[src/rtl/psbr_pkg.sv]
package psbr_pkg;

  localparam int SLOT_AW_MAX = 12;

  localparam logic [1:0] ST_OK        = 2'd0;
  localparam logic [1:0] ST_STALE     = 2'd1;
  localparam logic [1:0] ST_BEYOND    = 2'd2;
  localparam logic [1:0] ST_DUPLICATE = 2'd3;

  localparam logic [1:0] K_PARK    = 2'd0;
  localparam logic [1:0] K_DELIVER = 2'd1;
  localparam logic [1:0] K_ERROR   = 2'd2;
  localparam logic [1:0] K_DRAIN   = 2'd3;

  localparam logic [2:0] ADDR_NUM_SOURCES = 3'd0;
  localparam logic [4:0] NUM_SOURCES_RST  = 5'd16;

  typedef struct packed {
    logic [3:0]  source;
    logic [31:0] seq;
    logic        block_valid;
    logic [31:0] block_handle;
  } in_t;

  typedef struct packed {
    logic [3:0]  out_source;
    logic [31:0] out_handle;
    logic        out_is_close;
    logic        out_all_closed;
    logic [1:0]  out_status;
    logic        out_last;
  } out_t;

  typedef struct packed {
    logic [1:0]             kind;
    logic [3:0]             source;
    logic [31:0]            handle;
    logic                   is_close;
    logic [1:0]             status;
    logic                   last;
    logic [SLOT_AW_MAX-1:0] slot;
  } cmd_t;

  typedef struct packed {
    logic       we;
    logic [4:0] value;
  } cfg_wr_t;

endpackage

[src/rtl/psbr_queue.sv]
module psbr_queue import psbr_pkg::*; (
  input  logic clk,
  input  logic rst_n,
  input  logic push,
  input  cmd_t push_cmd,
  output logic full,
  input  logic pop,
  output logic not_empty,
  output cmd_t head
);

  cmd_t       ent_r [2];
  logic       wp_r, rp_r;
  logic [1:0] cnt_r;

  assign full      = (cnt_r == 2'd2);
  assign not_empty = (cnt_r != 2'd0);
  assign head      = ent_r[rp_r];

  always_ff @(posedge clk) begin
    if (push && !full) begin
      ent_r[wp_r] <= push_cmd;
    end
  end

  always_ff @(posedge clk) begin
    if (!rst_n) begin
      wp_r  <= 1'b0;
      rp_r  <= 1'b0;
      cnt_r <= 2'd0;
    end else begin
      if (push && !full) wp_r <= ~wp_r;
      if (pop && not_empty) rp_r <= ~rp_r;
      cnt_r <= cnt_r + 2'((push && !full) ? 1 : 0) - 2'((pop && not_empty) ? 1 : 0);
    end
  end

endmodule

[config.mk]
export PLATFORM = sky130hd
export DESIGN_NAME = psbr_queue
export DESIGN_NICKNAME = d
export VERILOG_FILES = /design/src/rtl/psbr_pkg.sv /design/src/rtl/psbr_queue.sv
export SDC_FILE = /design/constraint.sdc
export NUM_CORES = 1
export LEC_CHECK = 0
export BUFFER_PORTS_ARGS = -buffer_cell sky130_fd_sc_hd__buf_2
export CAP_MARGIN = 10
export CORE_MARGIN = 1
export CORE_UTILIZATION = 47
export CTS_CLUSTER_DIAMETER = 100
export DETAILED_ROUTE_END_ITERATION = 16
export PLACE_DENSITY = 0.69
export SLEW_MARGIN = 40
export SYNTH_ARGS = -nofsm -noshare
export SYNTH_HDL_FRONTEND = slang
export SYNTH_SLANG_ARGS = --single-unit
[constraint.sdc]
create_clock -name clk -period 3.7 [get_ports clk]
set_input_delay 0.185 -clock clk [delete_from_list [all_inputs] [get_ports clk]]
set_output_delay 0.185 -clock clk [all_outputs]
set_load 0.01 [all_outputs]
==> impl_metrics.env, run 1 <==
export IMPL_run_status="finished, final reports clean"
export IMPL_synth_enable_flop_cells=108
export IMPL_portBuffers=113
export IMPL_max_freq_mhz=454.9
export IMPL_dp_slack_ns=1.641
export IMPL_cts_setup_buffers=0
export IMPL_num_io_pins=114
export IMPL_crit_path_max_incr_delay_ns=0.55
export IMPL_post_synth_instance_area_um2=4384
export IMPL_cts_buffer_depth=2
export IMPL_die_x_um=98.58
export IMPL_antenna_left=0
export IMPL_die_area_um2=9718
export IMPL_place_detailed_instances=413
export IMPL_synth_cell_types=18
export IMPL_yosys_top_cells_count="sky130_fd_sc_hd__edfxtp_1, sky130_fd_sc_hd__mux2_4, sky130_fd_sc_hd__buf_12, sky130_fd_sc_hd__dfxtp_1"
export IMPL_vias_per_cell=4.723
export IMPL_first_pass_grt_wire_length_mm=11.75
export IMPL_start_kind="flop"
export IMPL_period_minus_slack_ns=2.198
export IMPL_crit_arrival_ns=2.01
export IMPL_vias=2352
export IMPL_portion_of_the_clock_cycle_consumed_by_the_worst_path_in_the_final_layout_pct=59.41
export IMPL_postLayoutSetupSlackWorst_ns=1.502
export IMPL_core_area_um2=8891
export IMPL_rsz_0062_raised_after_global_routing="no"
export IMPL_root_buffer="sky130_fd_sc_hd__clkbuf_8"
export IMPL_synth_largest_area_cell="sky130_fd_sc_hd__edfxtp_1"
export IMPL_syn_num_nets=254
export IMPL_grtUsageTotal_pct=16.41
export IMPL_crit_top_cell="sky130_fd_sc_hd__buf_12"
export IMPL_yosys_warnings=0
export IMPL_ordered_list_of_cells_on_the_worst_path="buf_12, buf_12, mux2_2, buf_2"
export IMPL_dominantRegCellSynth="sky130_fd_sc_hd__edfxtp_1"
export IMPL_power_ir_vdd_worst_mv=0.6159
export IMPL_synthArstFlopShare_pct=0
export IMPL_cts_tree="done"
export IMPL_cts_sinks=113
export IMPL_cts_reportedPaths_clkPinSlew_ns=0.05
export IMPL_pwr_density_cell_nw_per_um2=678.3
export IMPL_drt_total_wl_mm=7.503
export IMPL_max_capacitance_violation_total=0
export IMPL_setup_viol=0
export IMPL_finalSetupTns_ns=0
export IMPL_clock_skew_final_ns=0.006019
export IMPL_netlist_instances=194
export IMPL_synth_seq_cells=113
export IMPL_clock_tree_htree_level_count=4
export IMPL_wire_per_inst_um=15.07
export IMPL_start_util_pct=49.31
export IMPL_post_synth_cell_area_avg_um2=22.60
export IMPL_cts_made_buffers=17
export IMPL_crit_path_end_kind="output port"
export IMPL_final_instance_count_excl_fill=498
export IMPL_synth_most_common_cell="sky130_fd_sc_hd__edfxtp_1"
export IMPL_path_max_fanout=21
export IMPL_filler_cell_count=588
export IMPL_insertion_delay_of_the_later_clocked_pin_in_the_worst_skew_pair_ns=0.50
export IMPL_crit_type="flop to output port"
export IMPL_post_route_cells_drive_above_1_share_pct=50.51
export IMPL_yosys_top_cells_area="sky130_fd_sc_hd__edfxtp_1, sky130_fd_sc_hd__mux2_4, sky130_fd_sc_hd__buf_12, sky130_fd_sc_hd__dfxtp_1, sky130_fd_sc_hd__mux2_2"
export IMPL_leakage_nw=2.478
export IMPL_grt_max_degree=55
export IMPL_drt_first_iter_violations=100
export IMPL_worstMarginPinSlew_ns=0.7394
export IMPL_die_height_um=98.58
export IMPL_layout_area_overhead_vs_synth_pct=40.04
export IMPL_dp_hpwl_mm=4.526
export IMPL_design_final_nets=439
export IMPL_number_of_global_route_vias_before_repair=2446
export IMPL_antenna_found_initial=0
export IMPL_grt_remaining_overflow=0
export IMPL_std_cell_rows=34
export IMPL_crit_required_ns=3.51
export IMPL_antennaDiodeCount=0
export IMPL_timing_slew_headroom_pct=50.71
export IMPL_timing_max_transition_violations_final=0
export IMPL_hold_viol_final=0
export IMPL_remaining_drc_errors=0
export IMPL_gp_congestion=0.6853
export IMPL_hp_class="input pin to flop"
export IMPL_synth_top_area_share_pct=73.97
export IMPL_cts_resized=0
export IMPL_ys_seq_area_share_pct=76.26
export IMPL_dr_pass1_iters=4
export IMPL_crit_path_max_delay_cell_type="sky130_fd_sc_hd__dfxtp_4"
==> registers in the layout, summed over array words and instances, names as in the netlist, named ones only <==
| register | flops |
|---|---|
| ent_r | 108 |
| cnt_r | 2 |
| rp_r | 1 |
| wp_r | 1 |
==> metal layers <==
| layer | track usage (%) | part of all wire (%) |
|---|---|---|
| met2 | 25.84 | 48 |
| met5 | 0 | 0 |
| met3 | 5.390 | 5.4 |
| met1 | 20.51 | 45 |
| met4 | 8.266 | 1.3 |
==> worst paths after layout <==
check                           startpoint            to  slack, ns  cells past startpoint
worst max register to register    cnt_r[0]  ent_r[0][47]       1.92                      4
worst max-delay path                  flop      head[53]       1.50                      4
worst min register to register        wp_r          wp_r       0.52                      2
worst min-delay path                  push          wp_r       0.10                      3
==> critical path: cells and delay by family (launching register included) <==
kind	cells	cell delay (ns)
mux	1	0.36
flops	1	0.55
buf+inv	3	0.60
==> layout by cell type (no fill, tap or decap) <==
cell type and count:
sky130_fd_sc_hd__buf_2 113, sky130_fd_sc_hd__edfxtp_1 108, sky130_fd_sc_hd__dlygate4sd3_1 55, sky130_fd_sc_hd__mux2_4 50
sky130_fd_sc_hd__clkbuf_16 16, sky130_fd_sc_hd__clkinv_1 5, sky130_fd_sc_hd__mux2_2 4, sky130_fd_sc_hd__dfxtp_1 4
sky130_fd_sc_hd__inv_1 3, sky130_fd_sc_hd__nor2_1 3, sky130_fd_sc_hd__clkbuf_1 3, sky130_fd_sc_hd__bufinv_16 3
sky130_fd_sc_hd__nand2b_1 2, sky130_fd_sc_hd__nand2_1 2, sky130_fd_sc_hd__xnor2_1 2, sky130_fd_sc_hd__ha_1 2
sky130_fd_sc_hd__clkinv_2 2, sky130_fd_sc_hd__buf_12 2, sky130_fd_sc_hd__buf_4 2, sky130_fd_sc_hd__o21a_1 1
sky130_fd_sc_hd__or2_2 1, sky130_fd_sc_hd__and3_4 1, sky130_fd_sc_hd__nor2_4 1, sky130_fd_sc_hd__and2_1 1
sky130_fd_sc_hd__mux2i_1 1, sky130_fd_sc_hd__xor2_1 1, sky130_fd_sc_hd__dfxtp_4 1, sky130_fd_sc_hd__clkbuf_8 1
==> through the flow <==
stage	util [%]	hold WS [ns]	instance area [µm²]	power [mW]
after floorplan	-	0.2839	4384	2.402
after global placement	56.25	0.3742	5001	2.623
after detailed placement	56.70	0.3767	5041	2.664
after CTS	69.01	0.07063	6136	4.203
after global routing	69.05	0.1105	6140	4.333
final	69.05	0.1017	6140	4.164
==> power breakdown <==
| part | internal (mW) | switching (mW) | total [mW] | leakage, nW |
|---|---|---|---|---|
| clock network | 0.999 | 0.492 | 1.49 | 0.266 |
| registers | 1.61 | 0.0811 | 1.70 | 1.05 |
| logic | 0.535 | 0.441 | 0.977 | 1.16 |
==> final cells by class <==
type                    count  area [µm²]  area share [%]
flip-flops and latches    113        3347           54.51
repair buffers            172        1171           19.07
multi-input cells          72       930.9           15.16
clock buffers              20       425.4           6.929
well taps                 108       135.1           2.201
clock inverters            10       118.9           1.936
inverters                   3       11.26          0.1834
==> cell families after synthesis <==
logic type	share of synthesized area (%)
compound gates	0.1713
xor+xnor	0.5994
fa+ha+maj	0.5707
buf+inv	2.797
flops	76.26
mux	18.38
simple gates	1.227
==> timing repair <==
action / 4_1_cts / 5_1_grt
endpoints found under the hold margin: 113 / 0
hold buffers: 55 / 0
setup endpoints to repair: 0 / 0
Note: power is estimated with default switching activity, not from simulation.
==> run 2: changes to the inputs <==
--- a/config.mk
+++ b/config.mk
@@ -11,7 +11,7 @@
 export CORE_UTILIZATION = 47
 export CTS_CLUSTER_DIAMETER = 100
 export DETAILED_ROUTE_END_ITERATION = 16
-export PLACE_DENSITY = 0.69
+export PLACE_DENSITY = 0.72
 export SLEW_MARGIN = 40
 export SYNTH_ARGS = -nofsm -noshare
 export SYNTH_HDL_FRONTEND = slang
==> constraint.sdc (replaced) <==
create_clock -name clk -period 2 [get_ports clk]
set_input_delay 0.1 -clock clk [delete_from_list [all_inputs] [get_ports clk]]
set_output_delay 0.1 -clock clk [all_outputs]
set_load 0.01 [all_outputs]
==> run 2 against run 1 <==
  * Worst setup slack lost 1.2 ns
  * Register-to-register slack lost 1.6 ns
  * First-iteration DRC count fell by 5.0%
  * Global-route usage grew 0.43 points
  * Largest power group unchanged
  * Cell count up 0.80%
  * Worst hold slack got worse by 0.041 ns
  * Via count up 0.77%
  * Critical endpoint is now head[0]
  * Utilization shrank 0.17 points
  * Critical path depth down 1
  * Sequential power grew 81%
  * Sequential share of layout area is 0.13 points higher
==> impl_metrics.env, run 2 (synthesis results as in run 1) <==
export IMPL_reg2reg_slack_ns=0.30
export IMPL_crit_type="flop to output port"
export IMPL_cts_buffer_depth=2
export IMPL_cts_reportedPaths_clkPinSlew_ns=0.05
export IMPL_timing_reg2reg_worst_path_depth=8
export IMPL_path_max_fanout=31
export IMPL_reg2reg_from="cnt_r[0]"
export IMPL_filler_cell_count=615
export IMPL_cts_tree="done"
export IMPL_design_final_nets=442
export IMPL_ordered_list_of_cells_on_the_worst_path="buf_12, mux2_2, buf_2"
export IMPL_setup_viol=0
export IMPL_critical_path_reg2reg_endpoint="cnt_r[1]"
export IMPL_power_ir_vdd_worst_mv=0.7057
export IMPL_hold_startpoint="pop"
export IMPL_wire_per_inst_um=15.49
export IMPL_dr_pass1_iters=5
export IMPL_dp_hpwl_mm=4.606
export IMPL_dp_slack_ns=0.3066
export IMPL_num_io_pins=114
export IMPL_leakage_nw=2.469
export IMPL_run_status="finished, final reports clean"
export IMPL_top_reg_by_flops="ent_r"
export IMPL_crit_path_max_delay_cell_type="sky130_fd_sc_hd__dfxtp_4"
export IMPL_period_minus_slack_ns=1.720
export IMPL_number_of_global_route_vias_before_repair=2472
export IMPL_hold_viol_final=0
export IMPL_area_sequential_um2=3347
export IMPL_start_util_pct=49.31
export IMPL_cts_setup_buffers=0
export IMPL_vias=2370
export IMPL_leading_cell_types_in_the_layout_fill_and_taps_excluded="sky130_fd_sc_hd__buf_2, sky130_fd_sc_hd__edfxtp_1, sky130_fd_sc_hd__dlygate4sd3_1, sky130_fd_sc_hd__mux2_4, sky130_fd_sc_hd__clkbuf_16"
export IMPL_cts_sinks=113
export IMPL_timing_slew_headroom_pct=74.18
export IMPL_crit_path_end_kind="output port"
export IMPL_drt_total_wl_mm=7.774
export IMPL_timing_max_transition_violations_final=0
export IMPL_hold_end="rp_r"
export IMPL_core_area_um2=8891
export IMPL_start_kind="flop"
export IMPL_insertion_delay_of_the_later_clocked_pin_in_the_worst_skew_pair_ns=0.49
export IMPL_grt_max_degree=32
export IMPL_root_buffer="sky130_fd_sc_hd__clkbuf_8"
export IMPL_min_path_cells=4
export IMPL_die_x_um=98.58
export IMPL_die_height_um=98.58
export IMPL_antenna_found_initial=0
export IMPL_post_route_cells_drive_above_1_share_pct=52.79
export IMPL_vias_per_cell=4.721
export IMPL_std_cell_rows=34
export IMPL_die_area_um2=9718
export IMPL_portBuffers=113
export IMPL_antennaDiodeCount=0
export IMPL_max_capacitance_violation_total=0
export IMPL_regs_by_ff_count="ent_r (108), cnt_r (2)"
export IMPL_worstMarginPinSlew_ns=0.3873
export IMPL_power_mw=7.457
export IMPL_cts_made_buffers=17
export IMPL_post_route_cell_area_um2=6125
export IMPL_clock_tree_htree_level_count=4
export IMPL_portion_of_the_clock_cycle_consumed_by_the_worst_path_in_the_final_layout_pct=86.00
export IMPL_hp_class="input pin to flop"
export IMPL_placement_cell_area_um2=5056
export IMPL_antenna_left=0
export IMPL_crit_path_max_incr_delay_ns=0.37
export IMPL_multi_input_comb_area_um2=927.1
export IMPL_first_pass_grt_wire_length_mm=11.89
export IMPL_postLayoutSetupSlackWorst_ns=0.2800
export IMPL_mostFrequentLayoutCell="sky130_fd_sc_hd__buf_2"
export IMPL_largest_register_ffs=108
export IMPL_grtUsageTotal_pct=16.84
export IMPL_gp_congestion=0.6333
export IMPL_crit_required_ns=1.90
export IMPL_remaining_drc_errors=0
export IMPL_layout_area_overhead_vs_synth_pct=39.70
export IMPL_max_freq_mhz=581.4
export IMPL_drt_first_iter_violations=95
export IMPL_clock_skew_final_ns=0.005164
export IMPL_finalSetupTns_ns=0
export IMPL_rsz_0062_raised_after_global_routing="no"
export IMPL_grt_remaining_overflow=0
export IMPL_pwr_density_cell_nw_per_um2=1218
export IMPL_crit_arrival_ns=1.62
[run 2: stage by stage]
| step | hold WS (ns) | utilization (%) | instances |
|---|---|---|---|
| finish | 0.06075 | 68.89 | 502 |
| global route | 0.07902 | 68.89 | 502 |
| CTS | 0.03445 | 68.89 | 502 |
| detailed placement | 0.2918 | 56.87 | 415 |
| global placement | 0.2877 | 56.87 | 415 |
| floorplan | 0.1989 | - | 194 |
[run 2: final cells by class]
| type | instances | area share (%) |
|---|---|---|
| clock buffer | 17 | 6.762 |
| timing repair buffer | 175 | 19.53 |
| clock inverter | 14 | 1.532 |
| multi-input combinational | 72 | 15.14 |
| inverter | 3 | 0.1839 |
| tap | 108 | 2.206 |
| sequential | 113 | 54.65 |
[run 2: critical path, delay by kind of cell (launching register included)]
kind | cells | cell delay, ns
buffers and inverters | 2 | 0.39
DFF | 1 | 0.37
muxes | 1 | 0.36
[run 2: timing repair]
item	in CTS	in global routing
hold buffers	56	0
gates resized for setup	0	0
endpoints found under the hold margin	113	0
setup endpoints to repair	0	0
[run 2: worst max path at each step]
stage	from	depth (start not counted)	slack [ns]	endpoint
after global routing	flop	3	0.20	head[0]
after CTS	flop	3	0.24	head[1]
after floorplan	cnt_r[0]	3	0.18	ent_r[0][0]
after detailed placement	cnt_r[0]	8	0.31	cnt_r[1]
after global placement	cnt_r[0]	8	0.42	cnt_r[1]
final	flop	3	0.28	head[0]
[run 2: routing by layer]
layer / global-route usage (%) / wire, µm
met1: 18.87 / 3335
met4: 7.922 / 95
met5: 0 / 0
met2: 29.63 / 4052
met3: 4.965 / 290
[run 2: report_power, final]
group | switching (mW) | leakage (nW) | internal [mW] | total (mW)
Clock | 1.01 | 0.241 | 1.50 | 2.51
Combinational | 0.869 | 1.18 | 1.00 | 1.87
Sequential | 0.100 | 1.05 | 2.98 | 3.08
==> run 3: changes to the inputs <==
--- a/config.mk
+++ b/config.mk
@@ -11,7 +11,8 @@
 export CORE_UTILIZATION = 47
 export CTS_CLUSTER_DIAMETER = 100
 export DETAILED_ROUTE_END_ITERATION = 16
-export PLACE_DENSITY = 0.72
+export PLACE_DENSITY = 0.69
+export SKIP_LAST_GASP = 1
 export SLEW_MARGIN = 40
 export SYNTH_ARGS = -nofsm -noshare
 export SYNTH_HDL_FRONTEND = slang
==> constraint.sdc (replaced) <==
create_clock -name clk -period 2.05 [get_ports clk]
set_input_delay 0.1025 -clock clk [delete_from_list [all_inputs] [get_ports clk]]
set_output_delay 0.1025 -clock clk [all_outputs]
set_load 0.01 [all_outputs]
==> run 3 against run 2 <==
  * Cell count is 0.20% lower
  * Wire length is 4.4% lower
  * Largest power group is now clock
  * Highest routed layer unchanged
  * Die area stayed put
  * Critical path type unchanged
  * Worst hold slack worse by 0.021 ns
  * Utilization is 1.6 points higher
  * Total power is 6.7% higher
==> impl_metrics.env, run 3 (synthesis results as in run 1) <==
export IMPL_clock_skew_final_ns=0.006850
export IMPL_min_path_cells=3
export IMPL_path_max_fanout=26
export IMPL_regs_by_ff_count="ent_r (108), cnt_r (2)"
export IMPL_insertion_delay_of_the_later_clocked_pin_in_the_worst_skew_pair_ns=0.50
export IMPL_reg2reg_from="cnt_r[0]"
export IMPL_postLayoutSetupSlackWorst_ns=0.2507
export IMPL_dr_pass1_iters=4
export IMPL_critical_path_reg2reg_endpoint="cnt_r[1]"
export IMPL_filler_cell_count=546
export IMPL_finalHoldWorstSlack_ns=0.03952
export IMPL_grt_max_degree=43
export IMPL_die_height_um=98.58
export IMPL_layout_area_overhead_vs_synth_pct=42.89
export IMPL_crit_path_max_delay_cell_type="sky130_fd_sc_hd__dfxtp_4"
export IMPL_num_io_pins=114
export IMPL_vias_per_cell=4.649
export IMPL_worst_path_buf_inv=2
export IMPL_setup_viol=0
export IMPL_post_route_cells_drive_above_1_share_pct=51.91
export IMPL_hold_viol_final=0
export IMPL_power_ir_vdd_worst_mv=0.8537
export IMPL_crit_arrival_ns=1.70
export IMPL_timing_max_transition_violations_final=0
export IMPL_ctsHoldBuffers=55
export IMPL_portBuffers=113
export IMPL_die_x_um=98.58
export IMPL_cts_setup_buffers=0
export IMPL_cts_reportedPaths_clkPinSlew_ns=0.05
export IMPL_final_instance_count_excl_fill=501
export IMPL_timing_reg2reg_worst_path_depth=8
export IMPL_rsz_0062_raised_after_global_routing="no"
export IMPL_number_of_global_route_vias_before_repair=2434
export IMPL_hold_startpoint="push"
export IMPL_reg2reg_slack_ns=0.42
export IMPL_core_area_um2=8891
export IMPL_antennaDiodeCount=0
export IMPL_period_minus_slack_ns=1.799
export IMPL_leading_cell_types_in_the_layout_fill_and_taps_excluded="sky130_fd_sc_hd__buf_2, sky130_fd_sc_hd__edfxtp_1, sky130_fd_sc_hd__dlygate4sd3_1, sky130_fd_sc_hd__mux2_4, sky130_fd_sc_hd__clkbuf_16"
export IMPL_post_route_util_pct=70.46
export IMPL_cts_tree="done"
export IMPL_design_final_nets=441
export IMPL_ordered_list_of_cells_on_the_worst_path="buf_12, mux2_2, buf_2"
export IMPL_place_detailed_instances=415
export IMPL_cts_resized=0
export IMPL_pwr_density_cell_nw_per_um2=1270
export IMPL_portion_of_the_clock_cycle_consumed_by_the_worst_path_in_the_final_layout_pct=87.77
export IMPL_finalSetupTns_ns=0
export IMPL_drt_first_iter_violations=79
export IMPL_crit_path_end_kind="output port"
export IMPL_first_pass_grt_wire_length_mm=11.58
export IMPL_mostFrequentLayoutCell="sky130_fd_sc_hd__buf_2"
export IMPL_worstMarginPinSlew_ns=0.2800
export IMPL_die_area_um2=9718
export IMPL_cts_made_buffers=17
export IMPL_largest_register_ffs=108
export IMPL_timing_slew_headroom_pct=81.33
export IMPL_start_kind="flop"
export IMPL_run_status="finished, final reports clean"
export IMPL_wire_per_inst_um=14.83
export IMPL_antenna_left=0
export IMPL_crit_required_ns=1.95
export IMPL_cts_sinks=113
export IMPL_cts_buffer_depth=2
export IMPL_grtUsageTotal_pct=16.38
export IMPL_max_freq_mhz=555.8
export IMPL_crit_path_max_incr_delay_ns=0.43
export IMPL_crit_type="flop to output port"
export IMPL_grt_remaining_overflow=0
export IMPL_start_util_pct=49.31
export IMPL_antenna_found_initial=0
export IMPL_gp_congestion=0.6855
export IMPL_hold_end="wp_r"
export IMPL_clock_tree_htree_level_count=4
export IMPL_dp_slack_ns=0.4145
export IMPL_crit_family="flip-flops"
export IMPL_root_buffer="sky130_fd_sc_hd__clkbuf_8"
export IMPL_remaining_drc_errors=0
export IMPL_std_cell_rows=34
export IMPL_max_capacitance_violation_total=0
export IMPL_dp_hpwl_mm=4.332
export IMPL_vias=2329
export IMPL_hp_class="input pin to flop"
export IMPL_leakage_nw=2.542
export IMPL_top_reg_by_flops="ent_r"
export IMPL_drt_total_wl_mm=7.431
## run 3: cell count changes in the layout (fill, tap and decap cells not counted), moves of 2 or more
cell	delta
sky130_fd_sc_hd__clkinv_2	-3
sky130_fd_sc_hd__clkinvlp_4	-5
sky130_fd_sc_hd__buf_4	-2
sky130_fd_sc_hd__buf_12	+2
sky130_fd_sc_hd__bufinv_16	+6
sky130_fd_sc_hd__clkinv_1	+4
## run 3: worst max-delay path by stage
stage / to / startpoint / cells past startpoint / slack (ns)
after floorplan: ent_r[0][0] / cnt_r[0] / 3 / 0.23
after global placement: cnt_r[1] / cnt_r[0] / 8 / 0.47
after detailed placement: cnt_r[1] / cnt_r[0] / 8 / 0.41
after CTS: head[53] / flop / 3 / 0.21
after global routing: head[53] / flop / 3 / 0.19
final: head[53] / flop / 3 / 0.25
## run 3: per-stage QoR
stage                     instance area (µm²)  power [mW]
after floorplan                          4393       4.326
after global placement                   5081       4.803
after detailed placement                 5081       4.826
after CTS                                6265       8.052
after global routing                     6265       8.291
final                                    6265       7.958
## run 3: cell type report
cell class	count	area, µm²	area share [%]
Clock buffer	17	414.1	6.611
Tap cell	108	135.1	2.157
Timing Repair Buffer	174	1211	19.33
Multi-Input combinational cell	72	927.1	14.80
Sequential cell	113	3347	53.43
Inverter	3	11.26	0.1797
Clock inverter	14	219.0	3.495
## run 3: power by group
group,internal [mW],total [mW],switching [mW]
registers,2.91,3.02,0.111
clock network,2.18,3.12,0.939
logic,0.995,1.82,0.821
total,6.09,7.96,1.87
## run 3: worst min-delay path, stage by stage
cell,delay (ns)
sky130_fd_sc_hd__buf_2,0.12
sky130_fd_sc_hd__nand2_1,0.16
sky130_fd_sc_hd__mux2i_1,0.10
## run 3: routing by layer
layer / vias up / global-route usage [%] / wire, µm
met5: - / 0 / 0
met4: 0 / 8.266 / 101
met3: 10 / 4.823 / 276
met2: 72 / 28.93 / 3989
met1: 1115 / 18.02 / 3063
li1: 1132 / - / -
